File: config.mk
export PLATFORM = sky130hd
export DESIGN_NAME = i2c_master_byte_engine_flat
export DESIGN_NICKNAME = d
export VERILOG_FILES = /design/src/design/i2cm_pkg.sv /design/src/design/i2cm_if.sv /design/src/design/i2cm_step.sv /design/src/design/i2c_master_byte_engine.sv /design/src/flat_wrapper.sv
export SDC_FILE = /design/constraint.sdc
export NUM_CORES = 1
export LEC_CHECK = 0
export BUFFER_PORTS_ARGS = -buffer_cell sky130_fd_sc_hd__buf_2
export CORE_MARGIN = 2
export CORE_UTILIZATION = 60
export DETAILED_ROUTE_END_ITERATION = 6
export PLACE_DENSITY = 0.8
export SYNTH_ARGS = -nofsm -noshare
export SYNTH_HDL_FRONTEND = slang
export SYNTH_SLANG_ARGS = --single-unit
File: constraint.sdc
create_clock -name clk -period 12 [get_ports clk]
set_input_delay 0.6 -clock clk [delete_from_list [all_inputs] [get_ports clk]]
set_output_delay 0.6 -clock clk [all_outputs]
set_load 0.05 [all_outputs]
File: src/design/i2cm_pkg.sv
// ----------------------------------------------------------------------------
// i2cm_pkg: shared types and constants for the I2C master byte engine
// Phase codes, command codes, engine state and per-word result layout.
// ----------------------------------------------------------------------------
package i2cm_pkg;

  // Default width of the half-bit delay counter
  localparam int DELAY_BITS_DEF = 16;
  // Delay register value after reset
  localparam int BIT_DELAY_RST  = 10;
  // Width of the delay register write data
  localparam int CFG_W          = 16;

  // Command codes carried in the mode field
  localparam logic [2:0] MODE_TICK  = 3'd0;
  localparam logic [2:0] MODE_START = 3'd1;
  localparam logic [2:0] MODE_WRITE = 3'd2;
  localparam logic [2:0] MODE_READ  = 3'd3;
  localparam logic [2:0] MODE_STOP  = 3'd4;

  // Bus sequencer phases, one-hot
  typedef enum logic [14:0] {
    PH_IDLE = 15'b000_0000_0000_0001,
    PH_ST1  = 15'b000_0000_0000_0010,
    PH_WB1  = 15'b000_0000_0000_0100,
    PH_WB2  = 15'b000_0000_0000_1000,
    PH_WA1  = 15'b000_0000_0001_0000,
    PH_WA2  = 15'b000_0000_0010_0000,
    PH_WA3  = 15'b000_0000_0100_0000,
    PH_RB1  = 15'b000_0000_1000_0000,
    PH_RB2  = 15'b000_0001_0000_0000,
    PH_RA1  = 15'b000_0010_0000_0000,
    PH_RA2  = 15'b000_0100_0000_0000,
    PH_RA3  = 15'b000_1000_0000_0000,
    PH_SP1  = 15'b001_0000_0000_0000,
    PH_SP2  = 15'b010_0000_0000_0000,
    PH_SP3  = 15'b100_0000_0000_0000
  } phase_t;

  // Engine state apart from the wait counter
  typedef struct packed {
    phase_t      phase;
    logic [2:0]  bit_idx;
    logic [7:0]  shift;
    logic        scl_low;
    logic        sda_low;
    logic        ack;
    logic        nack;
    logic [7:0]  read_hold;
  } state_t;

  // One result word
  typedef struct packed {
    logic       scl_pull_low;
    logic       sda_pull_low;
    logic       busy_res;
    logic       done_res;
    logic       ack_ok;
    logic [7:0] read_data;
    logic       rejected;
  } res_t;

endpackage

File: src/design/i2cm_if.sv
// ----------------------------------------------------------------------------
// i2cm_if: valid/ready channels of the I2C master byte engine
// Command/tick channel, result channel and delay register write channel.
// ----------------------------------------------------------------------------
interface i2cm_in_if;
  logic       valid;
  logic       ready;
  logic [2:0] mode;
  logic [7:0] data_byte;
  logic       read_flag;
  logic       last_byte;
  logic       sda_in;

  modport source (output valid, mode, data_byte, read_flag, last_byte, sda_in,
                  input ready);
  modport sink   (input valid, mode, data_byte, read_flag, last_byte, sda_in,
                  output ready);
endinterface

interface i2cm_out_if;
  logic       valid;
  logic       ready;
  logic       scl_pull_low;
  logic       sda_pull_low;
  logic       busy_res;
  logic       done_res;
  logic       ack_ok;
  logic [7:0] read_data;
  logic       rejected;

  modport source (output valid, scl_pull_low, sda_pull_low, busy_res, done_res,
                  ack_ok, read_data, rejected, input ready);
  modport sink   (input valid, scl_pull_low, sda_pull_low, busy_res, done_res,
                  ack_ok, read_data, rejected, output ready);
endinterface

interface i2cm_cfg_if;
  logic                        valid;
  logic                        ready;
  logic [i2cm_pkg::CFG_W-1:0]  data;

  modport source (output valid, data, input ready);
  modport sink   (input valid, data, output ready);
endinterface

File: src/design/i2cm_step.sv
// ----------------------------------------------------------------------------
// i2cm_step: next-state logic of the I2C master byte engine
// Takes the current state and one input word, returns the state after the
// word and the result word. A zero delay finishes a command in closed form.
// ----------------------------------------------------------------------------
module i2cm_step #(
  parameter int DELAY_BITS = i2cm_pkg::DELAY_BITS_DEF
) (
  input  i2cm_pkg::state_t        state_i,
  input  logic [DELAY_BITS-1:0]   wait_i,
  input  logic [DELAY_BITS-1:0]   delay_i,
  input  logic [2:0]              mode_i,
  input  logic [7:0]              data_i,
  input  logic                    rw_i,
  input  logic                    last_i,
  input  logic                    sda_i,
  output i2cm_pkg::state_t        state_o,
  output logic [DELAY_BITS-1:0]   wait_o,
  output i2cm_pkg::res_t          res_o
);

  // One phase action; a wait of zero lets the next phase run in the same word
  function automatic void run_phase(
    input  i2cm_pkg::state_t      si,
    input  logic [DELAY_BITS-1:0] dly,
    input  logic                  sda,
    output i2cm_pkg::state_t      so,
    output logic [DELAY_BITS-1:0] wo,
    output logic                  fo
  );
    so = si;
    wo = '0;
    fo = 1'b0;
    case (si.phase)
      i2cm_pkg::PH_ST1: begin
        so.scl_low = 1'b1;
        so.bit_idx = 3'd0;
        so.phase   = i2cm_pkg::PH_WB1;
      end
      i2cm_pkg::PH_WB1: begin
        so.sda_low = ~si.shift[7];
        so.scl_low = 1'b0;
        so.phase   = i2cm_pkg::PH_WB2;
        wo         = dly;
      end
      i2cm_pkg::PH_WB2: begin
        so.scl_low = 1'b1;
        so.shift   = {si.shift[6:0], 1'b0};
        if (si.bit_idx == 3'd7) begin
          so.phase = i2cm_pkg::PH_WA1;
        end else begin
          so.bit_idx = si.bit_idx + 3'd1;
          so.phase   = i2cm_pkg::PH_WB1;
        end
        wo = dly;
      end
      i2cm_pkg::PH_WA1: begin
        so.sda_low = 1'b0;
        so.scl_low = 1'b0;
        so.phase   = i2cm_pkg::PH_WA2;
        wo         = dly;
      end
      i2cm_pkg::PH_WA2: begin
        so.ack     = ~sda;
        so.scl_low = 1'b1;
        so.phase   = i2cm_pkg::PH_WA3;
        wo         = dly;
      end
      i2cm_pkg::PH_WA3: begin
        so.sda_low = 1'b1;
        so.phase   = i2cm_pkg::PH_IDLE;
        fo         = 1'b1;
      end
      i2cm_pkg::PH_RB1: begin
        so.scl_low = 1'b0;
        so.phase   = i2cm_pkg::PH_RB2;
        wo         = dly;
      end
      i2cm_pkg::PH_RB2: begin
        so.shift   = {si.shift[6:0], sda};
        so.scl_low = 1'b1;
        if (si.bit_idx == 3'd7) begin
          so.phase = i2cm_pkg::PH_RA1;
        end else begin
          so.bit_idx = si.bit_idx + 3'd1;
          so.phase   = i2cm_pkg::PH_RB1;
          wo         = dly;
        end
      end
      i2cm_pkg::PH_RA1: begin
        so.sda_low = ~si.nack;
        so.scl_low = 1'b0;
        so.phase   = i2cm_pkg::PH_RA2;
        wo         = dly;
      end
      i2cm_pkg::PH_RA2: begin
        so.scl_low = 1'b1;
        so.phase   = i2cm_pkg::PH_RA3;
        wo         = dly;
      end
      i2cm_pkg::PH_RA3: begin
        so.sda_low   = 1'b1;
        so.read_hold = si.shift;
        so.phase     = i2cm_pkg::PH_IDLE;
        fo           = 1'b1;
      end
      i2cm_pkg::PH_SP1: begin
        so.scl_low = 1'b0;
        so.phase   = i2cm_pkg::PH_SP2;
        wo         = dly;
      end
      i2cm_pkg::PH_SP2: begin
        so.sda_low = 1'b0;
        so.phase   = i2cm_pkg::PH_SP3;
        wo         = dly;
      end
      i2cm_pkg::PH_SP3: begin
        so.phase = i2cm_pkg::PH_IDLE;
        fo       = 1'b1;
      end
      default: begin
        so.phase = i2cm_pkg::PH_IDLE;
      end
    endcase
  endfunction

  i2cm_pkg::state_t      s0, s1, s2;
  logic [DELAY_BITS-1:0] w0, w1, w2;
  logic                  fin0, fin1, fin2;
  logic                  rej;
  logic                  busy;

  // Take the command or count down, then run at most two phase actions
  always_comb begin
    s0   = state_i;
    w0   = wait_i;
    fin0 = 1'b0;
    rej  = 1'b0;
    busy = (state_i.phase != i2cm_pkg::PH_IDLE);
    if (busy) begin
      rej = (mode_i inside {i2cm_pkg::MODE_START, i2cm_pkg::MODE_WRITE,
                            i2cm_pkg::MODE_READ, i2cm_pkg::MODE_STOP});
      if (wait_i != '0) begin
        w0 = wait_i - DELAY_BITS'(1);
      end
    end else if (delay_i == '0) begin
      // Zero delay: the whole command completes on this word
      case (mode_i)
        i2cm_pkg::MODE_START, i2cm_pkg::MODE_WRITE: begin
          s0.bit_idx = 3'd7;
          s0.shift   = 8'd0;
          s0.scl_low = 1'b1;
          s0.sda_low = 1'b1;
          s0.ack     = ~sda_i;
          fin0       = 1'b1;
        end
        i2cm_pkg::MODE_READ: begin
          s0.bit_idx   = 3'd7;
          s0.shift     = {8{sda_i}};
          s0.read_hold = {8{sda_i}};
          s0.nack      = last_i;
          s0.scl_low   = 1'b1;
          s0.sda_low   = 1'b1;
          fin0         = 1'b1;
        end
        i2cm_pkg::MODE_STOP: begin
          s0.scl_low = 1'b0;
          s0.sda_low = 1'b0;
          fin0       = 1'b1;
        end
        default: begin
        end
      endcase
    end else begin
      case (mode_i)
        i2cm_pkg::MODE_START: begin
          s0.sda_low = 1'b1;
          s0.shift   = {data_i[6:0], rw_i};
          s0.phase   = i2cm_pkg::PH_ST1;
          w0         = delay_i;
        end
        i2cm_pkg::MODE_WRITE: begin
          s0.shift   = data_i;
          s0.bit_idx = 3'd0;
          s0.phase   = i2cm_pkg::PH_WB1;
          w0         = '0;
        end
        i2cm_pkg::MODE_READ: begin
          s0.sda_low = 1'b0;
          s0.shift   = 8'd0;
          s0.bit_idx = 3'd0;
          s0.nack    = last_i;
          s0.phase   = i2cm_pkg::PH_RB1;
          w0         = delay_i;
        end
        i2cm_pkg::MODE_STOP: begin
          s0.sda_low = 1'b1;
          s0.phase   = i2cm_pkg::PH_SP1;
          w0         = delay_i;
        end
        default: begin
        end
      endcase
    end

    // First phase action when the wait has run out
    s1   = s0;
    w1   = w0;
    fin1 = 1'b0;
    if (s0.phase != i2cm_pkg::PH_IDLE && w0 == '0) begin
      run_phase(s0, delay_i, sda_i, s1, w1, fin1);
    end

    // Second action follows a phase that does not wait
    s2   = s1;
    w2   = w1;
    fin2 = 1'b0;
    if (s1.phase != i2cm_pkg::PH_IDLE && w1 == '0) begin
      run_phase(s1, delay_i, sda_i, s2, w2, fin2);
    end
  end

  // Pack the result word
  assign state_o = s2;
  assign wait_o  = w2;
  always_comb begin
    res_o.scl_pull_low = s2.scl_low;
    res_o.sda_pull_low = s2.sda_low;
    res_o.busy_res     = (s2.phase != i2cm_pkg::PH_IDLE);
    res_o.done_res     = fin0 | fin1 | fin2;
    res_o.ack_ok       = s2.ack;
    res_o.read_data    = s2.read_hold;
    res_o.rejected     = rej;
  end

endmodule

File: src/design/i2c_master_byte_engine.sv
// A result word is registered and offered in the cycle after its word is accepted.
// Throughput: one word per cycle while the sink takes each result word; the state update
//   keeps pace and the result register frees itself as the sink takes each word.
// Reset (rst_n low at a clock edge): sequencer idle, both lines released,
//   delay register back to 10, no result word pending.
// ----------------------------------------------------------------------------
// i2c_master_byte_engine: open-drain I2C master, one tick or command per word
// Sequences SCL and SDA for start plus address, byte write, byte read and
// stop; every half-bit wait lasts the programmed number of ticks.
// ----------------------------------------------------------------------------
module i2c_master_byte_engine #(
  parameter int DELAY_BITS = i2cm_pkg::DELAY_BITS_DEF
) (
  input logic          clk,
  input logic          rst_n,
  i2cm_in_if.sink      in_ch,
  i2cm_out_if.source   out_ch,
  i2cm_cfg_if.sink     cfg_ch
);

  logic [DELAY_BITS-1:0] delay_r;
  logic [DELAY_BITS-1:0] wait_r, wait_nxt;
  i2cm_pkg::state_t      state_r, state_nxt;
  i2cm_pkg::res_t        res_nxt, res_r;
  logic                  out_valid_r;
  logic                  in_fire;

  // Accept a word whenever the result register is free or being drained
  assign in_ch.ready = ~out_valid_r | out_ch.ready;
  assign in_fire     = in_ch.valid & in_ch.ready;
  assign cfg_ch.ready = 1'b1;

  // Delay register
  always_ff @(posedge clk) begin
    if (!rst_n) begin
      delay_r <= DELAY_BITS'(i2cm_pkg::BIT_DELAY_RST);
    end else if (cfg_ch.valid) begin
      delay_r <= DELAY_BITS'(cfg_ch.data);
    end
  end

  i2cm_step #(
    .DELAY_BITS (DELAY_BITS)
  ) u_step (
    .state_i (state_r),
    .wait_i  (wait_r),
    .delay_i (delay_r),
    .mode_i  (in_ch.mode),
    .data_i  (in_ch.data_byte),
    .rw_i    (in_ch.read_flag),
    .last_i  (in_ch.last_byte),
    .sda_i   (in_ch.sda_in),
    .state_o (state_nxt),
    .wait_o  (wait_nxt),
    .res_o   (res_nxt)
  );

  // Advance the sequencer on each accepted word
  always_ff @(posedge clk) begin
    if (!rst_n) begin
      state_r <= '{phase: i2cm_pkg::PH_IDLE, bit_idx: 3'd0, shift: 8'd0,
                   scl_low: 1'b0, sda_low: 1'b0, ack: 1'b0, nack: 1'b0,
                   read_hold: 8'd0};
      wait_r  <= '0;
    end else if (in_fire) begin
      state_r <= state_nxt;
      wait_r  <= wait_nxt;
    end
  end

  // Hold the result word until the sink takes it
  always_ff @(posedge clk) begin
    if (!rst_n) begin
      out_valid_r <= 1'b0;
    end else if (in_fire) begin
      out_valid_r <= 1'b1;
    end else if (out_ch.ready) begin
      out_valid_r <= 1'b0;
    end
  end

  always_ff @(posedge clk) begin
    if (in_fire) begin
      res_r <= res_nxt;
    end
  end

  assign out_ch.valid        = out_valid_r;
  assign out_ch.scl_pull_low = res_r.scl_pull_low;
  assign out_ch.sda_pull_low = res_r.sda_pull_low;
  assign out_ch.busy_res     = res_r.busy_res;
  assign out_ch.done_res     = res_r.done_res;
  assign out_ch.ack_ok       = res_r.ack_ok;
  assign out_ch.read_data    = res_r.read_data;
  assign out_ch.rejected     = res_r.rejected;

`ifndef NO_ASSERTIONS
  // An idle sequencer has no wait pending
  a_idle_no_wait: assert property (@(posedge clk) disable iff (!rst_n)
    state_r.phase == i2cm_pkg::PH_IDLE |-> wait_r == '0)
    else $error("wait counter running while idle");

  // A pending wait never exceeds the programmed delay
  a_wait_bound: assert property (@(posedge clk) disable iff (!rst_n)
    state_r.phase != i2cm_pkg::PH_IDLE |-> wait_r <= delay_r)
    else $error("wait counter above bit delay");

  // A finished command leaves the sequencer idle
  a_done_idle: assert property (@(posedge clk) disable iff (!rst_n)
    in_fire && res_nxt.done_res |=> state_r.phase == i2cm_pkg::PH_IDLE)
    else $error("sequencer busy after done");

  // Done and busy never show together
  a_done_not_busy: assert property (@(posedge clk) disable iff (!rst_n)
    out_valid_r |-> !(res_r.done_res && res_r.busy_res))
    else $error("result word both done and busy");
`endif

endmodule

File: src/flat_wrapper.sv
// flat-port wrapper written by rule: the top's interface ports become plain ports
module i2c_master_byte_engine_flat 
#(
  parameter int DELAY_BITS = i2cm_pkg::DELAY_BITS_DEF
)
  (clk, rst_n, in_ch_valid, in_ch_mode, in_ch_data_byte, in_ch_read_flag, in_ch_last_byte, in_ch_sda_in, in_ch_ready, out_ch_valid, out_ch_scl_pull_low, out_ch_sda_pull_low, out_ch_busy_res, out_ch_done_res, out_ch_ack_ok, out_ch_read_data, out_ch_rejected, out_ch_ready, cfg_ch_valid, cfg_ch_data, cfg_ch_ready);
  i2cm_in_if in_ch_i ();
  i2cm_out_if out_ch_i ();
  i2cm_cfg_if cfg_ch_i ();
  input logic clk;
  input logic rst_n;
  input wire logic [$bits(in_ch_i.valid)-1:0] in_ch_valid;
  input wire logic [$bits(in_ch_i.mode)-1:0] in_ch_mode;
  input wire logic [$bits(in_ch_i.data_byte)-1:0] in_ch_data_byte;
  input wire logic [$bits(in_ch_i.read_flag)-1:0] in_ch_read_flag;
  input wire logic [$bits(in_ch_i.last_byte)-1:0] in_ch_last_byte;
  input wire logic [$bits(in_ch_i.sda_in)-1:0] in_ch_sda_in;
  output wire logic [$bits(in_ch_i.ready)-1:0] in_ch_ready;
  output wire logic [$bits(out_ch_i.valid)-1:0] out_ch_valid;
  output wire logic [$bits(out_ch_i.scl_pull_low)-1:0] out_ch_scl_pull_low;
  output wire logic [$bits(out_ch_i.sda_pull_low)-1:0] out_ch_sda_pull_low;
  output wire logic [$bits(out_ch_i.busy_res)-1:0] out_ch_busy_res;
  output wire logic [$bits(out_ch_i.done_res)-1:0] out_ch_done_res;
  output wire logic [$bits(out_ch_i.ack_ok)-1:0] out_ch_ack_ok;
  output wire logic [$bits(out_ch_i.read_data)-1:0] out_ch_read_data;
  output wire logic [$bits(out_ch_i.rejected)-1:0] out_ch_rejected;
  input wire logic [$bits(out_ch_i.ready)-1:0] out_ch_ready;
  input wire logic [$bits(cfg_ch_i.valid)-1:0] cfg_ch_valid;
  input wire logic [$bits(cfg_ch_i.data)-1:0] cfg_ch_data;
  output wire logic [$bits(cfg_ch_i.ready)-1:0] cfg_ch_ready;
  assign in_ch_i.valid = in_ch_valid;
  assign in_ch_i.mode = in_ch_mode;
  assign in_ch_i.data_byte = in_ch_data_byte;
  assign in_ch_i.read_flag = in_ch_read_flag;
  assign in_ch_i.last_byte = in_ch_last_byte;
  assign in_ch_i.sda_in = in_ch_sda_in;
  assign in_ch_ready = in_ch_i.ready;
  assign out_ch_valid = out_ch_i.valid;
  assign out_ch_scl_pull_low = out_ch_i.scl_pull_low;
  assign out_ch_sda_pull_low = out_ch_i.sda_pull_low;
  assign out_ch_busy_res = out_ch_i.busy_res;
  assign out_ch_done_res = out_ch_i.done_res;
  assign out_ch_ack_ok = out_ch_i.ack_ok;
  assign out_ch_read_data = out_ch_i.read_data;
  assign out_ch_rejected = out_ch_i.rejected;
  assign out_ch_i.ready = out_ch_ready;
  assign cfg_ch_i.valid = cfg_ch_valid;
  assign cfg_ch_i.data = cfg_ch_data;
  assign cfg_ch_ready = cfg_ch_i.ready;
  i2c_master_byte_engine #(.DELAY_BITS(DELAY_BITS)) u_core (.clk(clk), .rst_n(rst_n), .in_ch(in_ch_i), .out_ch(out_ch_i), .cfg_ch(cfg_ch_i));
endmodule
==> flow_summary_export.csv <==
group,metric,value,unit
sta,fin_crit_sh,50.8,%
critical_path,cp-start-kind,"register",
place,port-buffer-count,50,
layout,fin_nets,883,
yosys,ys_ff_latch,85,
global_routing,antenna_found_initial,0,
die,die_w,107,µm
yosys,post_synth_num_cell_types,92,
yosys,yosys-top-cells-count,"95 x a21oi_1, 93 x nor2_1, 85 x nand2_1",
clock_tree,clk_latency,0.40,ns
global_routing,grt_pass1_wl,33900,µm
place,dp_cells,970,
pwr,intPower,0.476,mW
clock_tree,postCtsSetupRepairBufs,0,
sta,rsz0062_at_grt,"no",
sta,fmax,0.164,GHz
pwr,power_leakage,2.67,nW
drt,wl,21500,µm
pwr,p_sw_share,41.5,%
clock_tree,cts_resized,0,
yosys,netlist_area,6340,µm²
global_routing,grt_max_degree,49,
die,ios,52,
clock_tree,root_buffer,"clkbuf_8",
yosys,syn_nets,871,
yosys,synthSimpleGateAreaFrac,30.3,%
die,initial_core_util,61.7,%
clock_tree,clk_pin_slew,0.10,ns
worst_hold_path,hold_class,"in -> reg",
yosys,netlist_instances,833,
layout,drive_above_1_share,13.5,%
drt,drt_pass1_iterations,6,
clock_tree,cts_buffers,9,
drt,routedWlPerCell,21.9,µm
clock_tree,cts_hold_buf,0,
yosys,netlist_top_cells_area,"dfxtp_1 22%, a21oi_1 7.5%, edfxtp_1 6.6%",
yosys,synth_top_area_cell,"dfxtp_1",
yosys,synth_edf_count,14,
pwr,pwr-share-seq,40.3,%
yosys,synth_top_family_by_area,"simple AND/OR/NAND/NOR gates",
clock_tree,cts_max_level,3,
drt,drtAntennaViolNets,0,
clock_tree,cts_sinks,85,
critical_path,crit_type,"reg -> reg",
die,row_count,37,
job,maxCapViolCount,0,
drt,first_iter_violations,889,
die,die-area,11400,µm²
yosys,synth_xor_area_share,0.967,%
pwr,p_comb_share,33.5,%
sta,clock_skew,0.0158,ns
drt,routed_via_density,7.03,
pwr,peakVddDrop,0.0000843,V
status,status,"finished, final reports clean",
critical_path,worst_ep_required_time,12.24,ns
sta,setup_violations,0,
clock_tree,cts_tree,"yes",
sta,max_slew_margin,25.7,%
die,core-area,10300,µm²
layout,n_antenna_cell,0,
sta,finalHoldViolations,0,
yosys,synthArstFlopShare,0,%
critical_path,critPathCaptureType,"register",
critical_path,cp.arrival,6.33,ns
critical_path,crit_fanout,25,
yosys,synth.avg_cell_area,7.61,µm²
sta,fin_tns_setup,0,ns
yosys,synth-adder-area-share,0.592,%
yosys,synthMuxAreaShare,8.29,%
pwr,clkPwrFrac,26.2,%
yosys,ys.flop_type,"dfxtp_1",
global_routing,grtUsageTotal,38.3,%
sta,tightest_slew,1.11,ns
yosys,synthMostInstantiatedCell,"a21oi_1",
clock_tree,clk_path_buf_depth,2,
yosys,synth_seq_area_share,29.1,%
yosys,synth_top_cell_area_share,22.4,%
global_routing,grt_pass1_vias,6410,
pwr,p_sw,0.338,mW
place,hpwl,15700,µm
sta,finalMaxSlewViolations,0,
drt,vias,6931,
layout,syn_to_final_growth,6.37,%
drt,route.detailed.drc,0,
yosys,yosys_warnings,0,
pwr,pwr_density_cell,121,nW/µm²
layout,instances_no_fill,986,
place,place.gp.congestion,1.10,
global_routing,grt_overflow,0,
sta,layout_min_cycle_time,6.09,ns
die,die_h,107,µm
yosys,synth_compound_area_share,25.3,%
## logic make-up after synthesis
family	count (synthesis)
and+or+nand+nor	358
adders and majority gates	3
DFF	85
muxes	50
buffers and inverters	76
other	1
xor gates and xnor gates	7
AOI/OAI and AO/OA	253
## sequential cells by signal, summed over array words and instances (netlist names)
name,count
u_core.out_ch.ack_ok,1
u_core.out_ch.valid,1
u_core.out_ch.sda_pull_low,1
u_core.out_ch.read_data,8
u_core.wait_r,16
u_core.state_r,38
u_core.out_ch.scl_pull_low,1
u_core.out_ch.done_res,1
u_core.out_ch.busy_res,1
u_core.delay_r,16
u_core.out_ch.rejected,1
## through the flow
step / setup slack [ns] / power (mW) / hold WS, ns / util [%] / cell area (µm²)
final: 5.91 / 0.813 / 0.417 / 65.6 / 6740
after global routing: 5.61 / 0.846 / 0.434 / 65.6 / 6740
after CTS: 6.13 / 0.803 / 0.409 / 65.6 / 6740
after detailed placement: 6.10 / 0.594 / 0.451 / 63.6 / 6540
after global placement: 6.35 / 0.589 / 0.442 / 63.6 / 6540
after floorplan: 7.39 / 0.530 / 0.432 / - / 6340
## cell usage in the layout, fill, tap and decap left out, drive strengths merged, types with 14 or more instances in the layout
cell,synthesis,routed
a21oi,96,96
nor2,96,96
nand2,86,86
dfxtp,71,71
buf,22,56
o21ai,53,53
nand3,49,49
mux2i,43,43
nor4,24,24
nor3,22,22
inv,19,22
or3,15,15
edfxtp,14,14
## cell type report
cell class                      count  area, µm²
Multi-Input combinational cell    672       4150
Fill cell                         931       3530
Sequential cell                    85       1840
Timing Repair Buffer               56        295
Tap cell                          136        170
Clock buffer                        9        124
Clock inverter                      7       80.1
Inverter                           21       78.8
## critical path, cell delays in order, from the launching register on
cell,delay (ns)
dfxtp_1,0.43
nor4_4,0.54
nand4_4,0.45
a211o_1,0.69
a311oi_2,0.42
nand4_1,0.23
nor4b_2,0.48
nand4_2,0.53
nor2_1,1.04
o211ai_1,0.59
a221oi_1,0.46
nor3_1,0.07
## routing by layer
metal / track usage [%] / share of wire, %
met1: 52.1 / 40
met2: 59.2 / 44
met3: 8.02 / 13
met4: 15.3 / 3.6
met5: 0 / 0
## power by group through the flow
stage                     Combinational [mW]  Sequential [mW]  Clock (mW)
after floorplan                        0.192            0.338           0
after global placement                 0.256            0.332           0
after detailed placement               0.261            0.333           0
after CTS                              0.263            0.326       0.214
after global routing                   0.292            0.329       0.225
final                                  0.273            0.327       0.213
## path summary, 6_finish.rpt
| check | endpoint | cells after the start | startpoint | slack (ns) |
|---|---|---|---|---|
| max reg2reg | u_core.state_r[12]$_SDFFE_PN0P_ | 11 | u_core.state_r[31]$_SDFFE_PN0P_ | 5.91 |
| max | u_core.state_r[12]$_SDFFE_PN0P_ | 11 | u_core.state_r[31]$_SDFFE_PN0P_ | 5.91 |
| min reg2reg | u_core.state_r[4]$_SDFFE_PN0P_ | 2 | u_core.state_r[4]$_SDFFE_PN0P_ | 0.47 |
| min | u_core.delay_r[1]$_SDFFE_PN1P_ | 3 | cfg_ch_data[1] | 0.42 |
Note: power is estimated with default switching activity, not from simulation.
